## config.mk

```make
export PLATFORM = sky130hd
export DESIGN_NAME = periodic_lattice_incidence_index
export DESIGN_NICKNAME = d
export VERILOG_FILES = /design/src/design/plii_pkg.sv /design/src/design/periodic_lattice_incidence_index.sv
export SDC_FILE = /design/constraint.sdc
export NUM_CORES = 2
export LEC_CHECK = 0
export ABC_AREA = 1
export BUFFER_PORTS_ARGS = -buffer_cell sky130_fd_sc_hd__buf_2
export CAP_MARGIN = 5
export CORE_ASPECT_RATIO = 0.7
export CORE_MARGIN = 2
export CORE_UTILIZATION = 24
export DETAILED_ROUTE_END_ITERATION = 16
export PLACE_DENSITY = 0.41
export SETUP_SLACK_MARGIN = 0.3
export SYNTH_ARGS = -nofsm -noshare
export SYNTH_HDL_FRONTEND = slang
export SYNTH_SLANG_ARGS = --single-unit
```

## constraint.sdc

```tcl
create_clock -name clk -period 35.3 [get_ports clk]
set_input_delay 5.295 -clock clk [delete_from_list [all_inputs] [get_ports clk]]
set_output_delay 5.295 -clock clk [all_outputs]
set_load 0.02 [all_outputs]
```

## src/design/plii_pkg.sv

```systemverilog
// plii_pkg: shared constants, codes and the incidence plan table for the
// periodic lattice incidence index block
// no dependencies
package plii_pkg;

  localparam int ELEM_W       = 19;
  localparam int CFG_W        = 6;
  localparam int MAX_SIDE_DEF = 32;
  localparam int MIN_SIDE     = 2;
  localparam int MAX_RESULTS  = 6;
  localparam int CNT_W        = 3;
  localparam int SRC_COUNT    = 7;
  localparam int DIV3_SHIFT   = 20;

  localparam logic [CFG_W-1:0]  CFG_RESET  = 6'd4;
  localparam logic [ELEM_W-1:0] DIV3_RECIP = 19'd349526;
  localparam logic [2:0]        CFG_SETTLE = 3'd6;

  typedef enum logic [1:0] {
    OP_FACE_EDGES    = 2'd0,
    OP_EDGE_FACES    = 2'd1,
    OP_VERTEX_EDGES  = 2'd2,
    OP_EDGE_VERTICES = 2'd3
  } op_t;

  // which vertex a result is built from
  typedef enum logic [2:0] {
    SRC_V  = 3'd0,
    SRC_XP = 3'd1,
    SRC_XM = 3'd2,
    SRC_YP = 3'd3,
    SRC_YM = 3'd4,
    SRC_ZP = 3'd5,
    SRC_ZM = 3'd6
  } src_t;

  typedef struct packed {
    src_t       src;
    logic [1:0] off;
  } tap_t;

  typedef struct packed {
    logic [CNT_W-1:0]            cnt;
    logic                        mul3;
    tap_t [MAX_RESULTS-1:0]      tap;
  } plan_t;

  function automatic tap_t mk_tap(src_t s, logic [1:0] o);
    tap_t t;
    t.src = s;
    t.off = o;
    return t;
  endfunction

  function automatic plan_t incidence_plan(op_t op, logic [1:0] d);
    plan_t p;
    p = '0;
    p.mul3 = 1'b1;
    case (op)
      OP_FACE_EDGES: begin
        p.cnt = 3'd4;
        case (d)
          2'd0: begin
            p.tap[0] = mk_tap(SRC_V, 2'd0);
            p.tap[1] = mk_tap(SRC_V, 2'd1);
            p.tap[2] = mk_tap(SRC_XP, 2'd1);
            p.tap[3] = mk_tap(SRC_YP, 2'd0);
          end
          2'd1: begin
            p.tap[0] = mk_tap(SRC_V, 2'd0);
            p.tap[1] = mk_tap(SRC_V, 2'd2);
            p.tap[2] = mk_tap(SRC_XP, 2'd2);
            p.tap[3] = mk_tap(SRC_ZP, 2'd0);
          end
          default: begin
            p.tap[0] = mk_tap(SRC_V, 2'd1);
            p.tap[1] = mk_tap(SRC_V, 2'd2);
            p.tap[2] = mk_tap(SRC_YP, 2'd2);
            p.tap[3] = mk_tap(SRC_ZP, 2'd1);
          end
        endcase
      end
      OP_EDGE_FACES: begin
        p.cnt = 3'd4;
        case (d)
          2'd0: begin
            p.tap[0] = mk_tap(SRC_V, 2'd0);
            p.tap[1] = mk_tap(SRC_V, 2'd1);
            p.tap[2] = mk_tap(SRC_YM, 2'd0);
            p.tap[3] = mk_tap(SRC_ZM, 2'd1);
          end
          2'd1: begin
            p.tap[0] = mk_tap(SRC_V, 2'd0);
            p.tap[1] = mk_tap(SRC_V, 2'd2);
            p.tap[2] = mk_tap(SRC_XM, 2'd0);
            p.tap[3] = mk_tap(SRC_ZM, 2'd2);
          end
          default: begin
            p.tap[0] = mk_tap(SRC_V, 2'd2);
            p.tap[1] = mk_tap(SRC_V, 2'd1);
            p.tap[2] = mk_tap(SRC_YM, 2'd2);
            p.tap[3] = mk_tap(SRC_XM, 2'd1);
          end
        endcase
      end
      OP_VERTEX_EDGES: begin
        p.cnt = 3'd6;
        p.tap[0] = mk_tap(SRC_V, 2'd0);
        p.tap[1] = mk_tap(SRC_V, 2'd1);
        p.tap[2] = mk_tap(SRC_V, 2'd2);
        p.tap[3] = mk_tap(SRC_XM, 2'd0);
        p.tap[4] = mk_tap(SRC_YM, 2'd1);
        p.tap[5] = mk_tap(SRC_ZM, 2'd2);
      end
      default: begin
        p.cnt  = 3'd2;
        p.mul3 = 1'b0;
        p.tap[0] = mk_tap(SRC_V, 2'd0);
        case (d)
          2'd0:    p.tap[1] = mk_tap(SRC_XP, 2'd0);
          2'd1:    p.tap[1] = mk_tap(SRC_YP, 2'd0);
          default: p.tap[1] = mk_tap(SRC_ZP, 2'd0);
        endcase
      end
    endcase
    return p;
  endfunction

endpackage

```

## src/design/periodic_lattice_incidence_index.sv

```systemverilog
// periodic_lattice_incidence_index: incident edge, face or vertex indices
// on a periodic cubic lattice, one result per cycle while out_ready is high
// depends on plii_pkg
// path: input register, divide-by-three register, the two restoring dividers,
//   the neighbor register and the result serializer
// results per input word: 4, 6, 2 or 1 (faces/edges, vertex
//   edges, edge vertices, flagged); a busy serializer stalls the pipeline
// reset: clears valid bits and the serializer, side_length returns to 4;
//   in_ready is held low after reset and each config write until hold is zero
module periodic_lattice_incidence_index #(
  parameter int MAX_SIDE = plii_pkg::MAX_SIDE_DEF
) (
  input  logic                          clk,
  input  logic                          rst,
  input  logic                          cfg_valid,
  output logic                          cfg_ready,
  input  logic [plii_pkg::CFG_W-1:0]    cfg_data,
  input  logic                          in_valid,
  output logic                          in_ready,
  input  logic [1:0]                    opcode,
  input  logic [plii_pkg::ELEM_W-1:0]   element_index,
  output logic                          out_valid,
  input  logic                          out_ready,
  output logic [plii_pkg::ELEM_W-1:0]   neighbor_index,
  output logic                          last,
  output logic                          out_of_range
);

  localparam int EW    = plii_pkg::ELEM_W;
  localparam int VW    = plii_pkg::ELEM_W;
  localparam int SW    = $clog2(MAX_SIDE + 1);
  localparam int LLW   = 2 * SW;
  localparam int QAW   = $clog2(5 * MAX_SIDE * MAX_SIDE);
  localparam int ZW    = $clog2(5 * MAX_SIDE);
  localparam int RAW   = (VW > SW + QAW) ? VW : SW + QAW;
  localparam int RBW   = (QAW > SW + ZW) ? QAW : SW + ZW;
  localparam int NVW   = $clog2(5 * MAX_SIDE * MAX_SIDE * MAX_SIDE + 1);
  localparam int LIMW  = $clog2(15 * MAX_SIDE * MAX_SIDE * MAX_SIDE + 1);
  localparam int CMPW  = (LIMW > EW) ? LIMW : EW;
  localparam int NW    = (VW > NVW) ? VW : NVW;
  localparam int NR    = plii_pkg::MAX_RESULTS;
  localparam int CW    = plii_pkg::CNT_W;

  typedef struct packed {
    logic [1:0]     op;
    logic [1:0]     d;
    logic           oor;
    logic [VW-1:0]  v;
    logic [RAW-1:0] rem;
    logic [QAW-1:0] q;
  } a_stage_t;

  typedef struct packed {
    logic [1:0]     op;
    logic [1:0]     d;
    logic           oor;
    logic [VW-1:0]  v;
    logic [SW-1:0]  x;
    logic [RBW-1:0] rem;
    logic [ZW-1:0]  q;
  } b_stage_t;

  typedef struct packed {
    logic [1:0]                               op;
    logic [1:0]                               d;
    logic                                     oor;
    logic [plii_pkg::SRC_COUNT-1:0][NW-1:0]   nb;
  } n_stage_t;

  // configuration and derived lattice sizes
  logic [plii_pkg::CFG_W-1:0] side_length;
  logic [2:0]                 hold;
  logic [plii_pkg::CFG_W:0]   side_ext;
  logic [SW-1:0]              l_clamp;
  logic [SW-1:0]              l_eff;
  logic [SW-1:0]              lm1;
  logic [LLW-1:0]             ll;
  logic [LLW-1:0]             llml;
  logic [3*SW-1:0]            lll;
  logic [ZW-1:0]              z5m1;
  logic [NVW-1:0]             nv;
  logic [NVW-1:0]             nvmll;
  logic [LIMW-1:0]            nv3;

  logic adv;

  assign cfg_ready = 1'b1;

  always_ff @(posedge clk) begin
    if (rst) begin
      side_length <= plii_pkg::CFG_RESET;
      hold        <= plii_pkg::CFG_SETTLE;
    end else if (cfg_valid && cfg_ready) begin
      side_length <= cfg_data;
      hold        <= plii_pkg::CFG_SETTLE;
    end else if (hold != 3'd0) begin
      hold <= hold - 3'd1;
    end
  end

  always_comb begin
    side_ext = {1'b0, side_length};
    if (side_ext < (plii_pkg::CFG_W+1)'(plii_pkg::MIN_SIDE)) begin
      l_clamp = SW'(plii_pkg::MIN_SIDE);
    end else if (side_ext > (plii_pkg::CFG_W+1)'(MAX_SIDE)) begin
      l_clamp = SW'(MAX_SIDE);
    end else begin
      l_clamp = SW'(side_ext);
    end
  end

  always_ff @(posedge clk) begin
    l_eff <= l_clamp;
    ll    <= LLW'(l_eff * l_eff);
    lm1   <= l_eff - SW'(1);
    z5m1  <= ZW'(((SW+3)'(l_eff) << 2) + (SW+3)'(l_eff) - (SW+3)'(1));
    lll   <= (3*SW)'(ll * l_eff);
    llml  <= ll - LLW'(l_eff);
    nv    <= NVW'(((3*SW+3)'(lll) << 2) + (3*SW+3)'(lll));
    nvmll <= nv - NVW'(ll);
    nv3   <= (LIMW'(nv) << 1) + LIMW'(nv);
  end

  // input stage
  logic           s0_vld;
  logic [1:0]     s0_op;
  logic [EW-1:0]  s0_e;
  logic           s0_oor;
  logic [CMPW-1:0] limit;

  assign in_ready = (hold == 3'd0) && adv;

  always_comb begin
    if (opcode == plii_pkg::OP_VERTEX_EDGES) begin
      limit = CMPW'(nv);
    end else begin
      limit = CMPW'(nv3);
    end
  end

  always_ff @(posedge clk) begin
    if (rst) begin
      s0_vld <= 1'b0;
    end else if (adv) begin
      s0_vld <= in_valid && in_ready;
    end
  end

  always_ff @(posedge clk) begin
    if (adv) begin
      s0_op  <= opcode;
      s0_e   <= element_index;
      s0_oor <= CMPW'(element_index) >= limit;
    end
  end

  // divide by three through the reciprocal
  logic              s1_vld;
  logic [1:0]        s1_op;
  logic [EW-1:0]     s1_e;
  logic              s1_oor;
  logic [2*EW-1:0]   s1_prod;

  always_ff @(posedge clk) begin
    if (rst) begin
      s1_vld <= 1'b0;
    end else if (adv) begin
      s1_vld <= s0_vld;
    end
  end

  always_ff @(posedge clk) begin
    if (adv) begin
      s1_op   <= s0_op;
      s1_e    <= s0_e;
      s1_oor  <= s0_oor;
      s1_prod <= s0_e * plii_pkg::DIV3_RECIP;
    end
  end

  // v mod L and v / L, one quotient bit a stage
  a_stage_t a_pipe [QAW+1];
  logic     a_vld  [QAW+1];
  a_stage_t a0_next;
  logic [VW-1:0] v_div;
  logic [VW-1:0] d_tmp;

  always_comb begin
    v_div = VW'(s1_prod >> plii_pkg::DIV3_SHIFT);
    d_tmp = s1_e - VW'({v_div, 1'b0}) - v_div;
    a0_next.op  = s1_op;
    a0_next.d   = d_tmp[1:0];
    a0_next.oor = s1_oor;
    if (s1_op == plii_pkg::OP_VERTEX_EDGES) begin
      a0_next.v = s1_e;
    end else begin
      a0_next.v = v_div;
    end
    a0_next.rem = RAW'(a0_next.v);
    a0_next.q   = '0;
  end

  always_ff @(posedge clk) begin
    if (rst) begin
      a_vld[0] <= 1'b0;
    end else if (adv) begin
      a_vld[0] <= s1_vld;
    end
  end

  always_ff @(posedge clk) begin
    if (adv) begin
      a_pipe[0] <= a0_next;
    end
  end

  for (genvar j = 0; j < QAW; j++) begin : g_div_a
    localparam int BIT = QAW - 1 - j;
    logic [RAW-1:0] trial;
    a_stage_t       a_next;

    always_comb begin
      trial  = RAW'(l_eff) << BIT;
      a_next = a_pipe[j];
      if (a_pipe[j].rem >= trial) begin
        a_next.rem    = a_pipe[j].rem - trial;
        a_next.q[BIT] = 1'b1;
      end
    end

    always_ff @(posedge clk) begin
      if (rst) begin
        a_vld[j+1] <= 1'b0;
      end else if (adv) begin
        a_vld[j+1] <= a_vld[j];
      end
    end

    always_ff @(posedge clk) begin
      if (adv) begin
        a_pipe[j+1] <= a_next;
      end
    end
  end

  // (v / L) mod L and v / L^2
  b_stage_t b_pipe [ZW+1];
  logic     b_vld  [ZW+1];
  b_stage_t b0_next;

  always_comb begin
    b0_next.op  = a_pipe[QAW].op;
    b0_next.d   = a_pipe[QAW].d;
    b0_next.oor = a_pipe[QAW].oor;
    b0_next.v   = a_pipe[QAW].v;
    b0_next.x   = a_pipe[QAW].rem[SW-1:0];
    b0_next.rem = RBW'(a_pipe[QAW].q);
    b0_next.q   = '0;
  end

  always_ff @(posedge clk) begin
    if (rst) begin
      b_vld[0] <= 1'b0;
    end else if (adv) begin
      b_vld[0] <= a_vld[QAW];
    end
  end

  always_ff @(posedge clk) begin
    if (adv) begin
      b_pipe[0] <= b0_next;
    end
  end

  for (genvar j = 0; j < ZW; j++) begin : g_div_b
    localparam int BIT = ZW - 1 - j;
    logic [RBW-1:0] trial;
    b_stage_t       b_next;

    always_comb begin
      trial  = RBW'(l_eff) << BIT;
      b_next = b_pipe[j];
      if (b_pipe[j].rem >= trial) begin
        b_next.rem    = b_pipe[j].rem - trial;
        b_next.q[BIT] = 1'b1;
      end
    end

    always_ff @(posedge clk) begin
      if (rst) begin
        b_vld[j+1] <= 1'b0;
      end else if (adv) begin
        b_vld[j+1] <= b_vld[j];
      end
    end

    always_ff @(posedge clk) begin
      if (adv) begin
        b_pipe[j+1] <= b_next;
      end
    end
  end

  // neighbor vertices with wrap
  n_stage_t      n_stage;
  n_stage_t      n_next;
  logic          n_vld;
  logic [NW-1:0] vv;
  logic [SW-1:0] cx;
  logic [SW-1:0] cy;
  logic [ZW-1:0] cz;

  always_comb begin
    vv = NW'(b_pipe[ZW].v);
    cx = b_pipe[ZW].x;
    cy = b_pipe[ZW].rem[SW-1:0];
    cz = b_pipe[ZW].q;
    n_next.op  = b_pipe[ZW].op;
    n_next.d   = b_pipe[ZW].d;
    n_next.oor = b_pipe[ZW].oor;
    n_next.nb  = '0;
    n_next.nb[plii_pkg::SRC_V] = vv;
    n_next.nb[plii_pkg::SRC_XP] = (cx == lm1) ? vv - NW'(lm1) : vv + NW'(1);
    n_next.nb[plii_pkg::SRC_XM] = (cx == '0) ? vv + NW'(lm1) : vv - NW'(1);
    n_next.nb[plii_pkg::SRC_YP] = (cy == lm1) ? vv - NW'(llml) : vv + NW'(l_eff);
    n_next.nb[plii_pkg::SRC_YM] = (cy == '0) ? vv + NW'(llml) : vv - NW'(l_eff);
    n_next.nb[plii_pkg::SRC_ZP] = (cz == z5m1) ? vv - NW'(nvmll) : vv + NW'(ll);
    n_next.nb[plii_pkg::SRC_ZM] = (cz == '0) ? vv + NW'(nvmll) : vv - NW'(ll);
  end

  always_ff @(posedge clk) begin
    if (rst) begin
      n_vld <= 1'b0;
    end else if (adv) begin
      n_vld <= b_vld[ZW];
    end
  end

  always_ff @(posedge clk) begin
    if (adv) begin
      n_stage <= n_next;
    end
  end

  // result serializer, doubles as the output register
  logic [EW-1:0]   sr [NR];
  logic [EW-1:0]   sr_next [NR];
  logic [CW-1:0]   ser_cnt;
  logic [CW-1:0]   cnt_next;
  logic            ser_oor;
  logic            ser_free;
  logic            ser_load;
  logic            out_take;
  plii_pkg::plan_t plan;

  always_comb begin
    logic [NW-1:0]  nsel;
    logic [NW+1:0]  t;
    logic [NW+1:0]  val;
    plan = plii_pkg::incidence_plan(plii_pkg::op_t'(n_stage.op), n_stage.d);
    for (int k = 0; k < NR; k++) begin
      nsel = n_stage.nb[plan.tap[k].src];
      t    = (NW+2)'(nsel);
      if (plan.mul3) begin
        val = (t << 1) + t + (NW+2)'(plan.tap[k].off);
      end else begin
        val = t;
      end
      sr_next[k] = val[EW-1:0];
    end
    cnt_next = plan.cnt;
    if (n_stage.oor) begin
      sr_next[0] = '0;
      cnt_next   = CW'(1);
    end
  end

  assign out_take = out_valid && out_ready;
  assign ser_free = (ser_cnt == '0) || (out_ready && ser_cnt == CW'(1));
  assign ser_load = n_vld && ser_free;
  assign adv      = !n_vld || ser_free;

  always_ff @(posedge clk) begin
    if (rst) begin
      ser_cnt <= '0;
    end else if (ser_load) begin
      ser_cnt <= cnt_next;
    end else if (out_take) begin
      ser_cnt <= ser_cnt - CW'(1);
    end
  end

  always_ff @(posedge clk) begin
    if (ser_load) begin
      ser_oor <= n_stage.oor;
      for (int k = 0; k < NR; k++) begin
        sr[k] <= sr_next[k];
      end
    end else if (out_take) begin
      for (int k = 0; k < NR - 1; k++) begin
        sr[k] <= sr[k+1];
      end
    end
  end

  assign out_valid      = ser_cnt != '0;
  assign neighbor_index = sr[0];
  assign last           = ser_cnt == CW'(1);
  assign out_of_range   = ser_oor;

endmodule

```

; ---- Word level (Yosys, flattened, before mapping)
; Memories as Yosys holds them, arrays and structs flattened. A register that Yosys moved wholly into a read port is not among the register bits.
; Cells that the tools add are included.
[classes]
add_sub_neg = 56
multipliers = 3
magnitude_cmp = 30
n_eq_ne = 9
muxes = 118
bitwise_logic = 28
n_reduce_logical = 22
[ops]
columns = operator, count
row1 = 2-to-1 mux 19 bit, 38
row2 = binary-select mux 19 bit (select 3 bit), 6
row3 = adder 19 bit, 6
row4 = adder 19 x 2 -> 19 bit, 6
row5 = 2-to-1 mux 14 bit, 7
row6 = case mux 20 bit (2 select lines), 2
row7 = case mux 10 bit (3 select lines), 2
row8 = subtractor 19 x 12 -> 19 bit, 3
row9 = subtractor 19 x 6 -> 19 bit, 3
row10 = 2-to-1 mux 1 bit, 54
row11 = adder 19 x 12 -> 19 bit, 2
row12 = adder 19 x 18 -> 19 bit, 2
row13 = adder 19 x 6 -> 19 bit, 2
row14 = subtractor 19 x 18 -> 19 bit, 2
row15 = multiplier 19 x 18 -> 37 bit (second input constant), 1
row16 = bitwise OR 1 bit, 28
row17 = less-than comparator 3 x 4 -> 1 bit (second input constant), 6
row18 = 2-to-1 mux 20 bit, 1
row19 = adder 19 x 1 -> 19 bit (second input constant), 1
row20 = greater-or-equal comparator 19 x 10 -> 1 bit, 1
row21 = greater-or-equal comparator 19 x 11 -> 1 bit, 1
row22 = greater-or-equal comparator 19 x 12 -> 1 bit, 1
row23 = greater-or-equal comparator 19 x 13 -> 1 bit, 1
row24 = greater-or-equal comparator 19 x 14 -> 1 bit, 1
row25 = 70 further kinds, 89
[word_totals]
ff_bits = 351
ram_bits = 1389
out_inout_bits = 24
elab_cells = 304
memories = 5
[memory_table]
columns = memory, words, word_bits, read_ports, rd_ports_with_merged_regs, wr, line
row1 = a_pipe, 14, 56, 14, 0, 14, periodic_lattice_incidence_index.sv:182  ; a_stage_t a_pipe [QAW+1];
row2 = b_pipe, 9, 52, 9, 0, 9, periodic_lattice_incidence_index.sv:247  ; b_stage_t b_pipe [ZW+1];
row3 = sr, 6, 19, 6, 0, 6, periodic_lattice_incidence_index.sv:346  ; logic [EW-1:0] sr [NR];
row4 = a_vld, 14, 1, 14, 0, 14, periodic_lattice_incidence_index.sv:183  ; logic a_vld [QAW+1];
row5 = b_vld, 9, 1, 9, 1, 9, periodic_lattice_incidence_index.sv:248  ; logic b_vld [ZW+1];

; ---- Longest topological paths before layout
[logic_depth]
word_depth = 10
mapped_depth = 31

; ---- Worst setup path after synthesis
; OpenSTA, ideal clock, no wires.
[synth_path]
path_type = input to output
from = in out_ready
to = out in_ready
arrival_time_ps = 29635
setup_slack_ps = 370
cell_stages = 6
n_path_buf = 0
cell_sequence = nand2_1 nand2_1 nor2_1 inv_1 nand2_1 inv_1
[synth_via]
elab_chain_cells = 4
[synth_lines]
columns = item, line
row1 = from (decl), periodic_lattice_incidence_index.sv:23  ; input logic out_ready,
row2 = logical AND 1 bit, periodic_lattice_incidence_index.sv:379  ; assign ser_free = (ser_cnt == '0) || (out_ready && ser_cnt == CW'(1));
row3 = logical OR 1 bit, periodic_lattice_incidence_index.sv:379
row4 = logical OR 1 bit, periodic_lattice_incidence_index.sv:381  ; assign adv = !n_vld || ser_free;
row5 = logical AND 1 bit, periodic_lattice_incidence_index.sv:131  ; assign in_ready = (hold == 3'd0) && adv;
row6 = to (decl), periodic_lattice_incidence_index.sv:19  ; output logic in_ready,
; Every way passes these cells.

; ---- Worst setup path after layout
; Same ends and word-level chain as after synthesis.

==> summary.txt <==
Critical path
  – Worst Path Required: 30000 ps
  – Setup CP Type: input pin to primary output
  – Setup crit end: in_ready
  – Top cell by count, worst path: nand2_1
  – WP buf/inv: 4
  – R2r setup slk: a little under 30000 ps
  – Kind of cell adding the most delay to the critical path: simple AND/OR/NAND/NOR gates
  – Worst Setup SP: out_ready
  – Nature of the critical path endpoint: primary output
  – CP peak stage delay: roughly 460 ps
  – Critical Path Source Type: input pin
  – FF-to-FF path depth: 30
  – WP data arrival: between 6000 and 7000 ps
  – CP Max Fanout: 67
  – CP Cell Sequence: buf_2, nand2_1, nand2_1, nor2_1, inv_8, nand2_1, inv_1, buf_2
  – Critical Path Stages: 8
  – Reg2Reg Capture Point: sr[0][70]
  – R2r startpoint: n_stage[136]
  – Critical path's slowest cell: nor2_1

STA
  – Slew at the pin with the worst max-slew slack: 1180 ps
  – Max-slew violations: 0
  – Worst slew margin: 0.211
  – Setup violators final: 0
  – Setup ws final: approximately 23000 ps
  – RSZ-0062 raised after global routing: no
  – Post-Route Setup TNS: 0 ps
  – FMAX: roughly 83 MHz
  – Layout Skew: 75.4 ps
  – Final Cycle Share: 0.340
  – Final Hold Viols: 0
  – Final min period: between 10000 and 15000 ps

Worst hold path
  – Worst Hold Class: flop to flop

Cells and area
  – # nets final: roughly 9500
  – Register area: roughly 43000 µm²
  – Fillers: ~37000
  – Area grow syn2layout: 12.5%
  – Non-filler cells, final: ~13000
  – Share of cells above drive strength 1: 0.0503
  – Multi-input gate area: ~37000 µm²

Power
  – Worst vdd ir: between 0.00008 and 0.00009 V
  – P_leak: a little over 0.04 µW
  – PD cells: ~110 nW/µm²

Synth
  – Number of flops mapped to enable cells by yosys: about 1300
  – Dominant cell type by area after synthesis: edfxtp_1
  – Dominant cells by area after synthesis: edfxtp_1 47%, ha_1 11%, nand2_1 7.0%
  – Top_reg_cell synth: edfxtp_1
  – Flops & latches, synth: 1473
  – Syn avg cell area: 10.1 µm²
  – Sequential-to-total area share from yosys stat: 0.505
  – Most common cell in the netlist: nand2_1
  – Synthesized cell area: about 85000 µm²
  – Synth cell count leaders: 1586 x nand2_1, 1344 x edfxtp_1, 1093 x inv_1
  – Post-synth ARST share: 0
  – YS warnings: 0
  – Syn nets: between 9000 and 10000
  – Synth top area share: 0.475
  – Post-synthesis cell type count: 70
  – Cell count after synthesis: about 8400

Global routing
  – Gr ovfl total: 0
  – Initial antenna violation count: 25
  – Number of global-route vias before repair: 58049
  – Largest net degree at the start of global routing: about 160
  – Total Routing Usage GR: 0.137
  – First-pass GRT wire length: 374000 µm

Routing
  – Via-to-Cell Ratio: between 4 and 5
  – Drt pass-1 iters: 7
  – DRC Markers: 0
  – Starting DRT DRC Count: approximately 5000
  – WL/cell: around 19 µm
  – Final ANT Viol Nets: 0
  – Routed wire length: roughly 250000 µm
  – Vias: 59166

Clock network
  – Clock Latency Late Sink: ~860 ps
  – CTS buffer count: roughly 160
  – Post-CTS Resized: 0
  – CTS root buf: clkbuf_16
  – # clock sinks: 1473
  – Hold-fix buffer count after cts: 0
  – TritonCTS clock tree: done
  – H-tree Lvls: 4
  – Max Root-Sink Buffers: 4
  – Register clock-pin slew on the reported worst setup and hold paths: around 60 ps
  – Post-CTS Setup Bufs: 0

Outcome
  – Outcome: complete, no violations

Die
  – Die W: just over 700 µm
  – # IOs: 56
  – Die area: 359000 µm²
  – Core area: 352000 µm²
  – Effective utilization at floorplan: 0.242
  – Rows: 182
  – Die Ht: approximately 500 µm

Placement
  – Placer Congestion: ~0.9
  – Number of buffers added on ports: 54
  – Pre-CTS setup slack: about 23000 ps
  – Cells after DPL: around 13000
  – Post-DP HPWL: between 150000 and 200000 µm

Run
  – Max_cap viols: 0
-- through the flow --
stage                util  hold slack [ps]  cell area, µm²  total power [µW]
floorplan               -              337           85000              6680
global placement    0.258              367           90700              8430
detailed placement  0.258              351           90700              8410
CTS                 0.272              360           95600             10100
global route        0.272              368           95600             11000
finish              0.272              371           95600             10100
-- layout by cell type, fill, tap and decap left out, types with 20 or more instances in the layout --
cell and n:
xor2_1 284, or2_2 33, buf_4 39, nand4_1 79, edfxtp_1 1344, clkinv_1 24
dfxtp_1 127, mux2i_1 21, xnor2_1 117, fa_1 197, nor4_1 36, nand2_1 1586
buf_2 54, nor2_1 677, a31oi_1 55, clkinv_2 24, o21ai_1 44, o21ai_0 496
a21oi_1 556, clkbuf_16 165, ha_1 734, o211ai_1 34, a21o_1 46, o21bai_1 39
o31ai_1 20, clkbuf_1 38, nor3_1 89, nand3_1 370, inv_1 1087
-- sequential cells by signal (all words and copies together), names as in the netlist, 4 cells and up --
| signal | cells |
|---|---|
| sr | 114 |
| s0_e | 19 |
| b_pipe | 423 |
| ll | 11 |
| b_vld | 9 |
| nvmll | 18 |
| lll | 18 |
| a_pipe | 583 |
| l_eff | 6 |
| llml | 12 |
| a_vld | 14 |
| n_stage | 138 |
| s1_prod | 18 |
| nv | 18 |
| lm1 | 4 |
| s1_e | 19 |
| side_length | 6 |
| nv3 | 19 |
| z5m1 | 8 |
-- power breakdown --
part           switching (µW)  total, µW  internal (µW)
combinational            3260       4980           1720
clock                     729       1650            921
sequential                536       3450           2910
-- metal layers --
layer / GRT usage / vias to the layer above / wire length, µm
met5: 0 / - / 13
met2: 0.190 / 1534 / 97600
met1: 0.214 / 28295 / 131000
met4: 0.0332 / 2 / 5890
met3: 0.0237 / 290 / 14800
li1: - / 29045 / -
-- kinds of logic (layout without fill, tap and decap cells) --
kind of cell,after synthesis,count (layout),share of synthesized area
compound gates,1379,1379,0.0893
buf+inv,1274,1480,0.0593
xor+xnor,401,401,0.0413
mux,38,38,0.00472
other cells,1,2,0.0000441
simple gates,2948,2948,0.145
fa+ha+maj,933,933,0.155
flops,1473,1473,0.505
-- layout make-up --
class,count,area share
multi-input combinational,5700,0.388
clock inverter,76,0.00698
tap,4692,0.0614
antenna,1,0.0000262
timing repair buffer,96,0.00652
inverter,1104,0.0434
clock buffer,204,0.0448
sequential,1473,0.449
-- worst min-delay path by stage --
stage	cells past startpoint	from	end	slack (ps)
finish	0	nv[0]	nv3[0]	370
global route	0	nv[0]	nv3[0]	370
CTS	0	nv[0]	nv3[0]	360
detailed placement	0	lll[0]	nv[0]	350
global placement	0	lll[0]	nv[0]	370
floorplan	0	lll[0]	nv[0]	340
(Power assumes the default switching activity.)
